<file path="src/bdascii_pkg.sv">
// Shared constants for the binary to decimal ASCII unit.
// No dependencies; imported by binary_to_decimal_ascii_unit and tb_top.
`default_nettype none

package bdascii_pkg;

    // Width of the binary input value
    localparam int unsigned VALUE_W = 32;
    // Width of one ASCII digit character
    localparam int unsigned CHAR_W = 6;
    // Output tdata width, padded to whole bytes
    localparam int unsigned M_DATA_W = 8;
    // Decimal digits a 32-bit value can need
    localparam int unsigned DIGIT_LIMIT = 10;
    // Default digit cap
    localparam int unsigned MAX_DIGITS_DEF = 10;
    // ASCII code of '0'
    localparam logic [CHAR_W-1:0] ASCII_ZERO = 6'd48;
    // ASCII code of '9'
    localparam logic [CHAR_W-1:0] ASCII_NINE = 6'd57;

endpackage : bdascii_pkg

`default_nettype wire

</file>
<file path="src/binary_to_decimal_ascii_unit.sv">
// Binary to decimal ASCII converter: bit-serial double dabble, then digit-serial emission.
// Depends on bdascii_pkg for widths and character constants.
//
//  channel | dir | handshake          | payload
//  --------+-----+--------------------+----------------------------------------
//  s_      | in  | s_tvalid/s_tready  | s_tdata[31:0] = value
//  m_      | out | m_tvalid/m_tready  | m_tdata[5:0] = digit_char, m_tlast = last_digit
//
// An item is shifted in one input bit per cycle through the add-3 digit chain,
// then the window is scanned from the top over MAX(1,MIN(MAX_DIGITS,10)) digit
// positions, skipping leading zeros.
// The output register holds one character; a stalled m_tready holds the scan.
// s_tready is high only between items; the last character may still wait in the
// output register while the next item is taken. Reset clears control state only.
`default_nettype none

module binary_to_decimal_ascii_unit
    import bdascii_pkg::*;
#(
    parameter int unsigned MAX_DIGITS = MAX_DIGITS_DEF
)
(
    input  wire logic                clk,
    input  wire logic                rst_n,
    input  wire logic                s_tvalid,
    output logic                     s_tready,
    input  wire logic [VALUE_W-1:0]  s_tdata,   // [31:0] value
    output logic                     m_tvalid,
    input  wire logic                m_tready,
    output logic [M_DATA_W-1:0]      m_tdata,   // [5:0] digit_char, [7:6] zero
    output logic                     m_tlast    // last_digit
);

    // Digits kept in the window; higher digits only show up as overflow
    localparam int unsigned NUM_DIG = (MAX_DIGITS > DIGIT_LIMIT) ? DIGIT_LIMIT :
                                      ((MAX_DIGITS < 1) ? 1 : MAX_DIGITS);
    localparam int unsigned BCD_W   = 4 * NUM_DIG;
    localparam int unsigned DIG_CW  = (NUM_DIG > 1) ? $clog2(NUM_DIG) : 1;
    localparam int unsigned BIT_CW  = $clog2(VALUE_W);

    typedef enum logic [1:0] {
        ST_IDLE,
        ST_CONV,
        ST_EMIT
    } state_t;

    state_t                state_reg, state_next;
    logic [VALUE_W-1:0]    shift_reg, shift_next;
    logic [BCD_W-1:0]      bcd_reg, bcd_next;
    logic [BIT_CW-1:0]     bit_cnt_reg, bit_cnt_next;
    logic [DIG_CW-1:0]     dig_cnt_reg, dig_cnt_next;
    logic                  seen_reg, seen_next;
    logic                  out_valid_reg, out_valid_next;
    logic [CHAR_W-1:0]     out_char_reg, out_char_next;
    logic                  out_last_reg, out_last_next;

    logic [BCD_W-1:0]      bcd_adj;
    logic [3:0]            top_digit;
    logic                  emit_now;
    logic                  slot_free;
    logic                  load_out;

    // Add 3 to every digit of 5 or more before the shift
    always_comb
    begin
        for (int i = 0; i < NUM_DIG; i++)
        begin
            if (bcd_reg[4*i +: 4] >= 4'd5)
                bcd_adj[4*i +: 4] = bcd_reg[4*i +: 4] + 4'd3;
            else
                bcd_adj[4*i +: 4] = bcd_reg[4*i +: 4];
        end
    end

    assign top_digit = bcd_reg[BCD_W-1 -: 4];
    assign slot_free = !out_valid_reg || m_tready;
    // Emit once past the leading zeros, and always the final digit
    assign emit_now  = seen_reg || (top_digit != 4'd0) || (dig_cnt_reg == '0);
    assign load_out  = (state_reg == ST_EMIT) && emit_now && slot_free;

    // Next-state logic
    always_comb
    begin
        state_next     = state_reg;
        shift_next     = shift_reg;
        bcd_next       = bcd_reg;
        bit_cnt_next   = bit_cnt_reg;
        dig_cnt_next   = dig_cnt_reg;
        seen_next      = seen_reg;
        out_valid_next = out_valid_reg;
        out_char_next  = out_char_reg;
        out_last_next  = out_last_reg;

        // Drop the output item once taken
        if (out_valid_reg && m_tready)
            out_valid_next = 1'b0;

        case (state_reg)
            ST_IDLE:
            begin
                if (s_tvalid)
                begin
                    shift_next   = s_tdata;
                    bcd_next     = '0;
                    seen_next    = 1'b0;
                    bit_cnt_next = BIT_CW'(VALUE_W - 1);
                    state_next   = ST_CONV;
                end
            end
            ST_CONV:
            begin
                // Shift one input bit into the digit chain; track overflow
                bcd_next   = {bcd_adj[BCD_W-2:0], shift_reg[VALUE_W-1]};
                shift_next = {shift_reg[VALUE_W-2:0], 1'b0};
                seen_next  = seen_reg | bcd_adj[BCD_W-1];
                if (bit_cnt_reg == '0)
                begin
                    dig_cnt_next = DIG_CW'(NUM_DIG - 1);
                    state_next   = ST_EMIT;
                end
                else
                begin
                    bit_cnt_next = bit_cnt_reg - BIT_CW'(1);
                end
            end
            ST_EMIT:
            begin
                if (!emit_now || slot_free)
                begin
                    if (emit_now)
                    begin
                        out_valid_next = 1'b1;
                        out_char_next  = ASCII_ZERO + CHAR_W'(top_digit);
                        out_last_next  = (dig_cnt_reg == '0);
                    end
                    // Advance to the next digit
                    bcd_next  = bcd_reg << 4;
                    seen_next = seen_reg | (top_digit != 4'd0);
                    if (dig_cnt_reg == '0)
                        state_next = ST_IDLE;
                    else
                        dig_cnt_next = dig_cnt_reg - DIG_CW'(1);
                end
            end
            default:
            begin
                state_next = ST_IDLE;
            end
        endcase
    end

    // Hold state and registered outputs
    always_ff @(posedge clk or negedge rst_n)
    begin
        if (!rst_n)
        begin
            state_reg     <= ST_IDLE;
            out_valid_reg <= 1'b0;
        end
        else
        begin
            state_reg     <= state_next;
            out_valid_reg <= out_valid_next;
        end
    end

    // Payload and working registers
    always_ff @(posedge clk)
    begin
        shift_reg    <= shift_next;
        bcd_reg      <= bcd_next;
        bit_cnt_reg  <= bit_cnt_next;
        dig_cnt_reg  <= dig_cnt_next;
        seen_reg     <= seen_next;
        out_char_reg <= out_char_next;
        out_last_reg <= out_last_next;
    end

    assign s_tready = (state_reg == ST_IDLE);
    assign m_tvalid = out_valid_reg;
    assign m_tdata  = {{(M_DATA_W - CHAR_W){1'b0}}, out_char_reg};
    assign m_tlast  = out_last_reg;

    // The final digit of a run ends the scan
    a_last_ends_scan: assert property (@(posedge clk) disable iff (!rst_n)
        (load_out && (dig_cnt_reg == '0)) |=> (state_reg == ST_IDLE))
        else $error("final digit loaded but scan did not end");

    // No output item is loaded while converting
    a_no_load_in_conv: assert property (@(posedge clk) disable iff (!rst_n)
        (state_reg == ST_CONV) |=> !($rose(m_tvalid)))
        else $error("output loaded during conversion");

    // Every delivered character is a decimal digit
    a_char_range: assert property (@(posedge clk) disable iff (!rst_n)
        m_tvalid |-> ((out_char_reg >= ASCII_ZERO) && (out_char_reg <= ASCII_NINE)))
        else $error("output character outside '0'..'9'");

endmodule : binary_to_decimal_ascii_unit

`default_nettype wire

</file>
<file path="config.mk">
export PLATFORM = sky130hd
export DESIGN_NAME = binary_to_decimal_ascii_unit
export DESIGN_NICKNAME = d
export VERILOG_FILES = /design/src/bdascii_pkg.sv /design/src/binary_to_decimal_ascii_unit.sv
export SDC_FILE = /design/constraint.sdc
export NUM_CORES = 1
export LEC_CHECK = 0
export BUFFER_PORTS_ARGS = -buffer_cell sky130_fd_sc_hd__buf_2
export CORE_MARGIN = 3
export CORE_UTILIZATION = 60
export CTS_CLUSTER_DIAMETER = 200
export CTS_CLUSTER_SIZE = 12
export DETAILED_ROUTE_END_ITERATION = 12
export GPL_ROUTABILITY_DRIVEN = 1
export PLACE_DENSITY = 0.92
export SYNTH_ARGS = -nofsm -noshare
export SYNTH_HDL_FRONTEND = slang
export SYNTH_SLANG_ARGS = --single-unit
</file>
<file path="constraint.sdc">
create_clock -name clk -period 12.1 [get_ports clk]
set_input_delay 0.605 -clock clk [delete_from_list [all_inputs] [get_ports clk]]
set_output_delay 0.605 -clock clk [all_outputs]
set_load 0.005 [all_outputs]
</file>
==> results of run 1 <==
-- metrics by stage --
| stage | power, mW | instance area (um2) |
|---|---|---|
| 4_1_cts | 1.29 | 5330 |
| 3_3_place_gp | 1.02 | 5110 |
| 6_report | 1.29 | 5330 |
| 3_5_place_dp | 1.06 | 5110 |
| 2_1_floorplan | 0.950 | 4840 |
| 5_1_grt | 1.38 | 5330 |
-- power by group through the flow --
| stage | Combinational [mW] | Sequential, mW | Clock, mW |
|---|---|---|---|
| 2_1_floorplan | 0.360 | 0.590 | 0 |
| 3_3_place_gp | 0.410 | 0.610 | 0 |
| 3_5_place_dp | 0.443 | 0.620 | 0 |
| 4_1_cts | 0.448 | 0.615 | 0.230 |
| 5_1_grt | 0.501 | 0.634 | 0.242 |
| 6_report | 0.445 | 0.617 | 0.227 |
-- metal layers --
metal	vias up	global-route usage (%)	routed length [um]	share of wire [%]
li1	1515	-	-	-
met1	1543	24.9	3490	40
met2	113	36.4	4620	53
met3	16	4.85	466	5.3
met4	0	7.82	159	1.8
met5	-	0	0	0
-- area by class of cell --
cell class / count / area, um2
fill: 538 / 2440
inverter: 27 / 101
clock buffer: 9 / 124
multi-input combinational: 271 / 1970
timing repair buffer: 43 / 218
tap: 102 / 128
sequential: 90 / 2690
clock inverter: 7 / 98.8
-- Yosys cell counts, drive strengths merged --
library cell  count
nand3             4
and3              2
o31ai             7
a21boi            1
mux2             36
ha               29
a21bo             1
conb              2
xnor2            13
nor2              8
mux2i             2
and2              3
a21oi            24
nor3b            12
nor4b             2
o21ai            38
a211oi            1
a2111oi           1
inv              27
and2b             1
xor2              8
edfxtp           87
a2bb2oi           1
nor3              4
buf               8
or3b              1
nand2            46
nand2b           12
o311ai            4
nor2b             4
a22o              2
clkbuf           10
dfrtp             3
-- critical path: cells and delay by family (launching register included) --
family | cells | cell delay [ps]
and+or+nand+nor | 1 | 900
adders and majority gates | 1 | 800
buffers and inverters | 1 | 140
DFF | 1 | 410
AOI/OAI and AO/OA | 1 | 680
-- cell families (layout without fill, tap and decap cells) --
family	count (synthesis)	in the layout	share of synthesized area (%)
other	2	4	0.155
adders and majority gates	29	29	7.51
and+or+nand+nor	99	99	10.6
buffers and inverters	45	86	3.91
AOI/OAI and AO/OA	80	80	9.55
DFF	90	90	55.6
xor gates and xnor gates	21	21	3.80
muxes	38	38	8.88
-- final timing paths --
path | end | slack [ps]
max | bcd_reg[22] | 8930
min | state_reg[0] | 40
max reg2reg | bcd_reg[22] | 8930
min reg2reg | out_char_reg[1] | 520
max in group asynchronous | m_tvalid | 11940
min in group clk | out_char_reg[1] | 520
-- cell usage in the layout (no fill, tap or decap), drive strengths merged, types with 2 or more instances in the layout --
master | Yosys | layout
mux2 | 36 | 36
nand2 | 46 | 46
xnor2 | 13 | 13
a22o | 2 | 2
nor3b | 12 | 12
edfxtp | 87 | 87
nor4b | 2 | 2
nor2b | 4 | 4
nand3 | 4 | 4
inv | 27 | 30
o311ai | 4 | 4
bufinv | 0 | 2
nor3 | 4 | 4
a21oi | 24 | 24
and2 | 3 | 3
xor2 | 8 | 8
buf | 8 | 43
o31ai | 7 | 7
nor2 | 8 | 8
mux2i | 2 | 2
and3 | 2 | 2
dfrtp | 3 | 3
conb | 2 | 4
clkbuf | 10 | 9
ha | 29 | 29
nand2b | 12 | 12
o21ai | 38 | 38
==> summary by stage, run 1 <==
Finish
The net count of the finished layout is 507. The number of antenna diodes is 0. The count of non-filler cells in the finished layout is 549. The share of the core filled with cells is 68.6%. Compared with the post-synthesis result, the final layout area differs by 10.2%.

The register with the most flip-flops in the layout has 40 of them. The share of final-layout standard cells stronger than drive strength 1 is 22.8%.

Global routing
The pin count of the biggest net entering global routing is 46. The number of global-route vias before repair is roughly 3200. Across every metal layer, demand over resource in global routing totals 20.8%. The initial antenna violation count is 0. The global-route wire length before repair is 14.5 mm.

The sum of overflow across all layers after global routing is 0.

Clock network
The maximum clock insertion buffer count is 2. In this run, CTS created clock tree buffers numbering 9. After clock tree synthesis, the flow added hold-fix buffers numbering 0. The setup fix buffers added after clock tree synthesis is 0.

CTS placed an instance of sky130_fd_sc_hd__clkbuf_8 at the clock tree root. The clock drives 90 sinks. The clock latency of the later-clocked register in the worst-skew pair is 360 ps. Clock-pin slew was measured on the worst setup and hold paths at around 100 ps. The number of resized instances in the post-cts repair step is 0.

The total number of H-tree levels is 3. The clock tree from TritonCTS is done.

Synth
In this run, synthesis produced a sequential element count of 90. In the post-synthesis netlist, the biggest area contributors are sky130_fd_sc_hd__edfxtp_1 (54%), sky130_fd_sc_hd__mux2_2 (8.2%), sky130_fd_sc_hd__ha_1 (7.5%). The number of different library cells used by synthesis comes to 37.

The count of mapped cells out of synthesis is between 400 and 500. The biggest area contributor in the post-synthesis netlist is sky130_fd_sc_hd__edfxtp_1. The share of the synthesized area in the top cell type is 54.0%.

The count of warnings emitted by yosys is 0. A synthesized cell averages 12.0 um2. The cell area that synthesis handed to floorplanning was 4830 um2.

Summing the sequential cell areas from Yosys gives 55.6% of the chip area.

Floorplan
From left edge to right edge, the die measures between 90 and 100 um. The area of the core is 7770 um2. During I/O placement, the number of pins put on the boundary was 47. The chip height is ~96 um. The initial utilization of the core area, before any placement, comes to 62.2%. The die footprint is 9170 um2.

The number of placement rows is 32.

Timing
Across all setup checks in the final design, the least slack found is between 8000 and 9000 ps. On the final layout, the worst hold slack is 37.1 ps. The final hold violation count came to 0. The worst clock skew on the final layout is 12.5 ps. The top achievable clock speed is 315 MHz. Setup repair after global routing left no endpoint under its margin. The slew of the pin with the lowest slew margin is 1270 ps. The smallest clock period supported by the final layout is computed as 3170 ps. For the final routed database, the setup TNS stands at 0 ps. Setup violations remaining at the end of the flow were counted as 0. The share of the clock period used by the worst path is a little over a quarter. The max-slew violation total from the final report was 0.

In this run the tightest slew margin relative to its limit is 15.3%.

Critical path
The source of the critical timing path is state_reg[1]. STA classifies the critical path startpoint as a flop. The number of cells on the worst reg-to-reg path is 4. The critical path data arrival time is 3300 ps. The cell with the largest stage delay on the worst path is sky130_fd_sc_hd__nand2_1. The launch point of the worst reg-to-reg path is state_reg[1]. Walking the worst path, the cells encountered are inv_1, ha_2, nand2_1, o311ai_0.

The category of the most critical setup path is reg2reg. In this run the worst path has a maximum fanout of 45. The peak per-stage delay on the critical path is 900 ps. The required time of the critical path is 12230 ps. The category of the worst setup path capture point is a flop.

Pwr
Per report_power, the clock group accounts for approximately 18% of the total. Combinational cells account for 34.5% of the total power. IR analysis of the VDD net gives a maximum drop of 0.000140 V. In this run the power spent charging and discharging nets is 445 uW. Dividing total power by cell area gives a power density of approximately 240 nW/um2. Cell internal power was estimated by the tool at 845 uW.

In this run the static leakage power is 2.02 nW. The switching power share of the total is 34.5%. The part of the power in registers is 47.9%.

Routing
The routed wirelength normalized by instance count is 15.9 um. For this block, the initial DRC count from the detailed router was 287. The routed wire length is 8.74 mm.

The number of DRC violations after detailed routing is 0. The mean number of vias per cell is approximately 5.8. The routed layout has 3187 vias. The residual antenna-violating net count after detailed routing is 0. The count of TritonRoute iterations in the first routing pass is 5.

Job
The number of max-cap violations is 0.

Place
The worst setup slack after placement is 8910 ps. The weighted congestion at the end of routability-driven global placement is 0.798. The count of port buffers added during placement is 42. In this run, placement finished with an instance count of 533. Detailed placement finished with a half-perimeter wire length of 5.98 mm.

Min path
The worst hold-check path type is in2async.

Run status
The run finished with clean final reports.
No activity file was read; power rests on OpenSTA's default activity.
==> run 2: changes to the inputs <==
CORE_UTILIZATION = 54   (was 60)
PLACE_DENSITY = 0.88   (was 0.92)
clock period = 2.9 ns   (was 12.1 ns; I/O delays follow)
==> run 2 against run 1 <==
  * First-iteration DRC count shrank 37%
  * Sequential power grew to 4.1 times the previous value
  * Sequential cell count did not move
  * Largest cell class unchanged
  * Critical path type unchanged
==> summary by stage, run 2 (synthesized netlist as in run 1, its figures left out) <==
Pwr
The power density over the cells is 985 nW/um2 (+310%). The leakage dissipation is 2.04 nW (+1.1%). The part of the power in registers came to 48.0% (about the same).

The switching power share of the total was 34.0% (-0.53 points). The combinational power share was 35.3% (+0.8 points). The internal power contribution is 3.50 mW (+310%).

The worst voltage drop across the vdd grid was 0.000542 V (+290%). The switching power total is 1.80 mW (+310%). The relative contribution of the clock network to total power came to 16.7% (-0.9 points).

Finish
The share of the core filled with cells was 63.6% (-5.0 points). The most common library cell in the layout ignoring fill and taps is sky130_fd_sc_hd__edfxtp_1. The number of nets in the finished design was 512 (+0.99%). The number of antenna diodes is 0 (unchanged). Relative to the synthesized area, the layout overhead comes to 11.4%. The flip-flop count of the largest register, all copies and words added is 40 (unchanged). Leaving out fill and tap cells, the most frequent cells in the layout are sky130_fd_sc_hd__edfxtp_1 (87), sky130_fd_sc_hd__nand2_1 (46), sky130_fd_sc_hd__buf_2 (42), sky130_fd_sc_hd__o21ai_0 (37), sky130_fd_sc_hd__mux2_2 (35). The share of final-layout standard cells stronger than drive strength 1 is 23.5% (+0.63 points).

Routing
The count of vias placed by the detailed router is 3104 (-2.6%). The number of DRC violations after detailed routing is 0 (unchanged). The routed wirelength normalized by instance count was 14.7 um (-7.9%).

The count of TritonRoute iterations in the first routing pass is 4 (-1). The mean number of vias per cell is 5.57 (-4.0%). The routed wire length is 8.17 mm (-6.5%). The detailed router's first-iteration violation count is 182 (-37%). The residual antenna-violating net count after detailed routing was 0 (unchanged).

Timing
The slew of the pin with the lowest slew margin came to 784 ps (-486 ps). The share of the clock period used by the worst path is 79.7% (+53 points). The shortest period the worst path allows was 2310 ps (-862 ps). The post-route setup TNS was 0 ps (unchanged). The worst clock skew on the final layout is 9.78 ps (-2.72 ps).

The final hold violation count is 0 (unchanged). The top achievable clock speed is 433 MHz (+37%). The max-slew violation total from the final report is 0 (unchanged). The worst-case headroom to the max-slew limit is 47.2% (+32 points).

Setup repair after global routing left no endpoint under its margin. The final number of setup-violating endpoints was 0 (unchanged).

Clock network
The total clock buffers created by CTS came to 9 (unchanged). The number of resized instances in the post-cts repair step is 0 (unchanged). The clock tree root driver cell is sky130_fd_sc_hd__clkbuf_8. The total number of H-tree levels was 3 (unchanged). The clock tree from TritonCTS is done. The clock latency of the later-clocked register in the worst-skew pair is 350 ps (about the same).

The maximum clock insertion buffer count is 2 (unchanged). The count of hold-fix buffers inserted at cts was 1 (+1). The clock slew at the register clock pins of the worst setup and hold paths is 80 ps (-20 ps). The number of clock sinks is 90 (unchanged).

The setup fix buffers added after clock tree synthesis was 0 (unchanged).

Run status
The flow ran to the end, and the final reports show no timing, DRC or antenna violations.

Floorplan
The starting utilization of the core area is 57.1% (-5.1 points). The width of the chip is 101 um (+5.1%). The top-level port count is 47 (unchanged). The number of placement rows is 33 (+3.1%). The area of the core was 8460 um2 (+9.0%).

The die footprint is 10100 um2 (+10%). The chip height is 101 um (+5.1%).

Critical path
The worst setup path is captured at a flop. The startpoint class of the critical path is a flop. The highest net fanout along the worst path is 41 (-8.9%).

The critical path is of the reg2reg type. The critical path data arrival time was 2350 ps (-950 ps). The required time of the critical path is 2940 ps (-9290 ps).

Global routing
The total routing resource utilization after global routing is 17.3% (-3.5 points). The initial antenna violation count is 0 (unchanged). The sum of overflow across all layers after global routing is 0 (unchanged). The number of global-route vias before repair was 3174 (-0.97%). The pin count of the biggest net entering global routing was 45 (-2.2%).

The global-route wire length before repair was 14.0 mm (-3.9%).

Place
The count of port buffers added during placement is 42 (unchanged). The weighted congestion at the end of routability-driven global placement is 0.774 (-3.0%). The half-perimeter wire length of the detailed placement result came to 5.63 mm (-5.9%).

Min path
The tightest min-delay check is of the in2reg type.

Job
The number of max-cap violations is 0 (unchanged).
run 2: worst paths after layout:
check                            startpoint               to  slack, ps  cells past startpoint
worst min register to register  bcd_reg[37]  out_char_reg[1]        490                      0
min in group asynchronous             rst_n         m_tvalid        100                      2
worst max-delay path            bcd_reg[36]       bcd_reg[8]        590                      7
worst min-delay path             s_tdata[9]     shift_reg[9]         90                      2
worst max register to register  bcd_reg[36]       bcd_reg[8]        590                      7
max in group asynchronous             rst_n     state_reg[1]       2680                      2
run 2: worst max-delay path, stage by stage (launching register included):
cell and delay (ps):
sky130_fd_sc_hd__edfxtp_1 440, sky130_fd_sc_hd__inv_1 150, sky130_fd_sc_hd__ha_1 160, sky130_fd_sc_hd__nor4b_1 440, sky130_fd_sc_hd__a21bo_2 260, sky130_fd_sc_hd__nor2_1 70, sky130_fd_sc_hd__nor3_4 200, sky130_fd_sc_hd__buf_12 260
run 2: metrics by stage:
stage	power (mW)	hold slack, ps	std cells	setup WS [ps]	area, um2
4_1_cts	5.33	72.0	557	609	5380
3_3_place_gp	4.30	-57.4	540	773	5160
5_1_grt	5.70	76.2	557	511	5380
6_report	5.30	94.8	557	588	5380
2_1_floorplan	3.96	-151	406	189	4850
3_5_place_dp	4.43	-57.9	540	615	5160
run 2: metal layers:
metal / wire, um / vias to the layer above / GRT usage [%]
li1: - / 1527 / -
met1: 3370 / 1476 / 21.5
met2: 4190 / 97 / 28.9
met3: 555 / 4 / 5.67
met4: 47 / 0 / 4.97
met5: 0 / - / 0
run 2: area by class of cell:
class | instances | area [um2]
clock buffers | 11 | 151
clock inverters | 5 | 62.6
fillers | 621 | 3080
inverters | 27 | 101
multi-input cells | 271 | 1980
flip-flops and latches | 90 | 2690
well taps | 105 | 131
repair buffers | 48 | 270
run 2: power groups by stage:
stage	Clock [mW]	Combinational (mW)	Sequential [mW]
4_1_cts	0.906	1.88	2.54
6_report	0.886	1.87	2.55
5_1_grt	0.959	2.11	2.63
3_3_place_gp	0	1.76	2.54
3_5_place_dp	0	1.87	2.56
2_1_floorplan	0	1.51	2.45
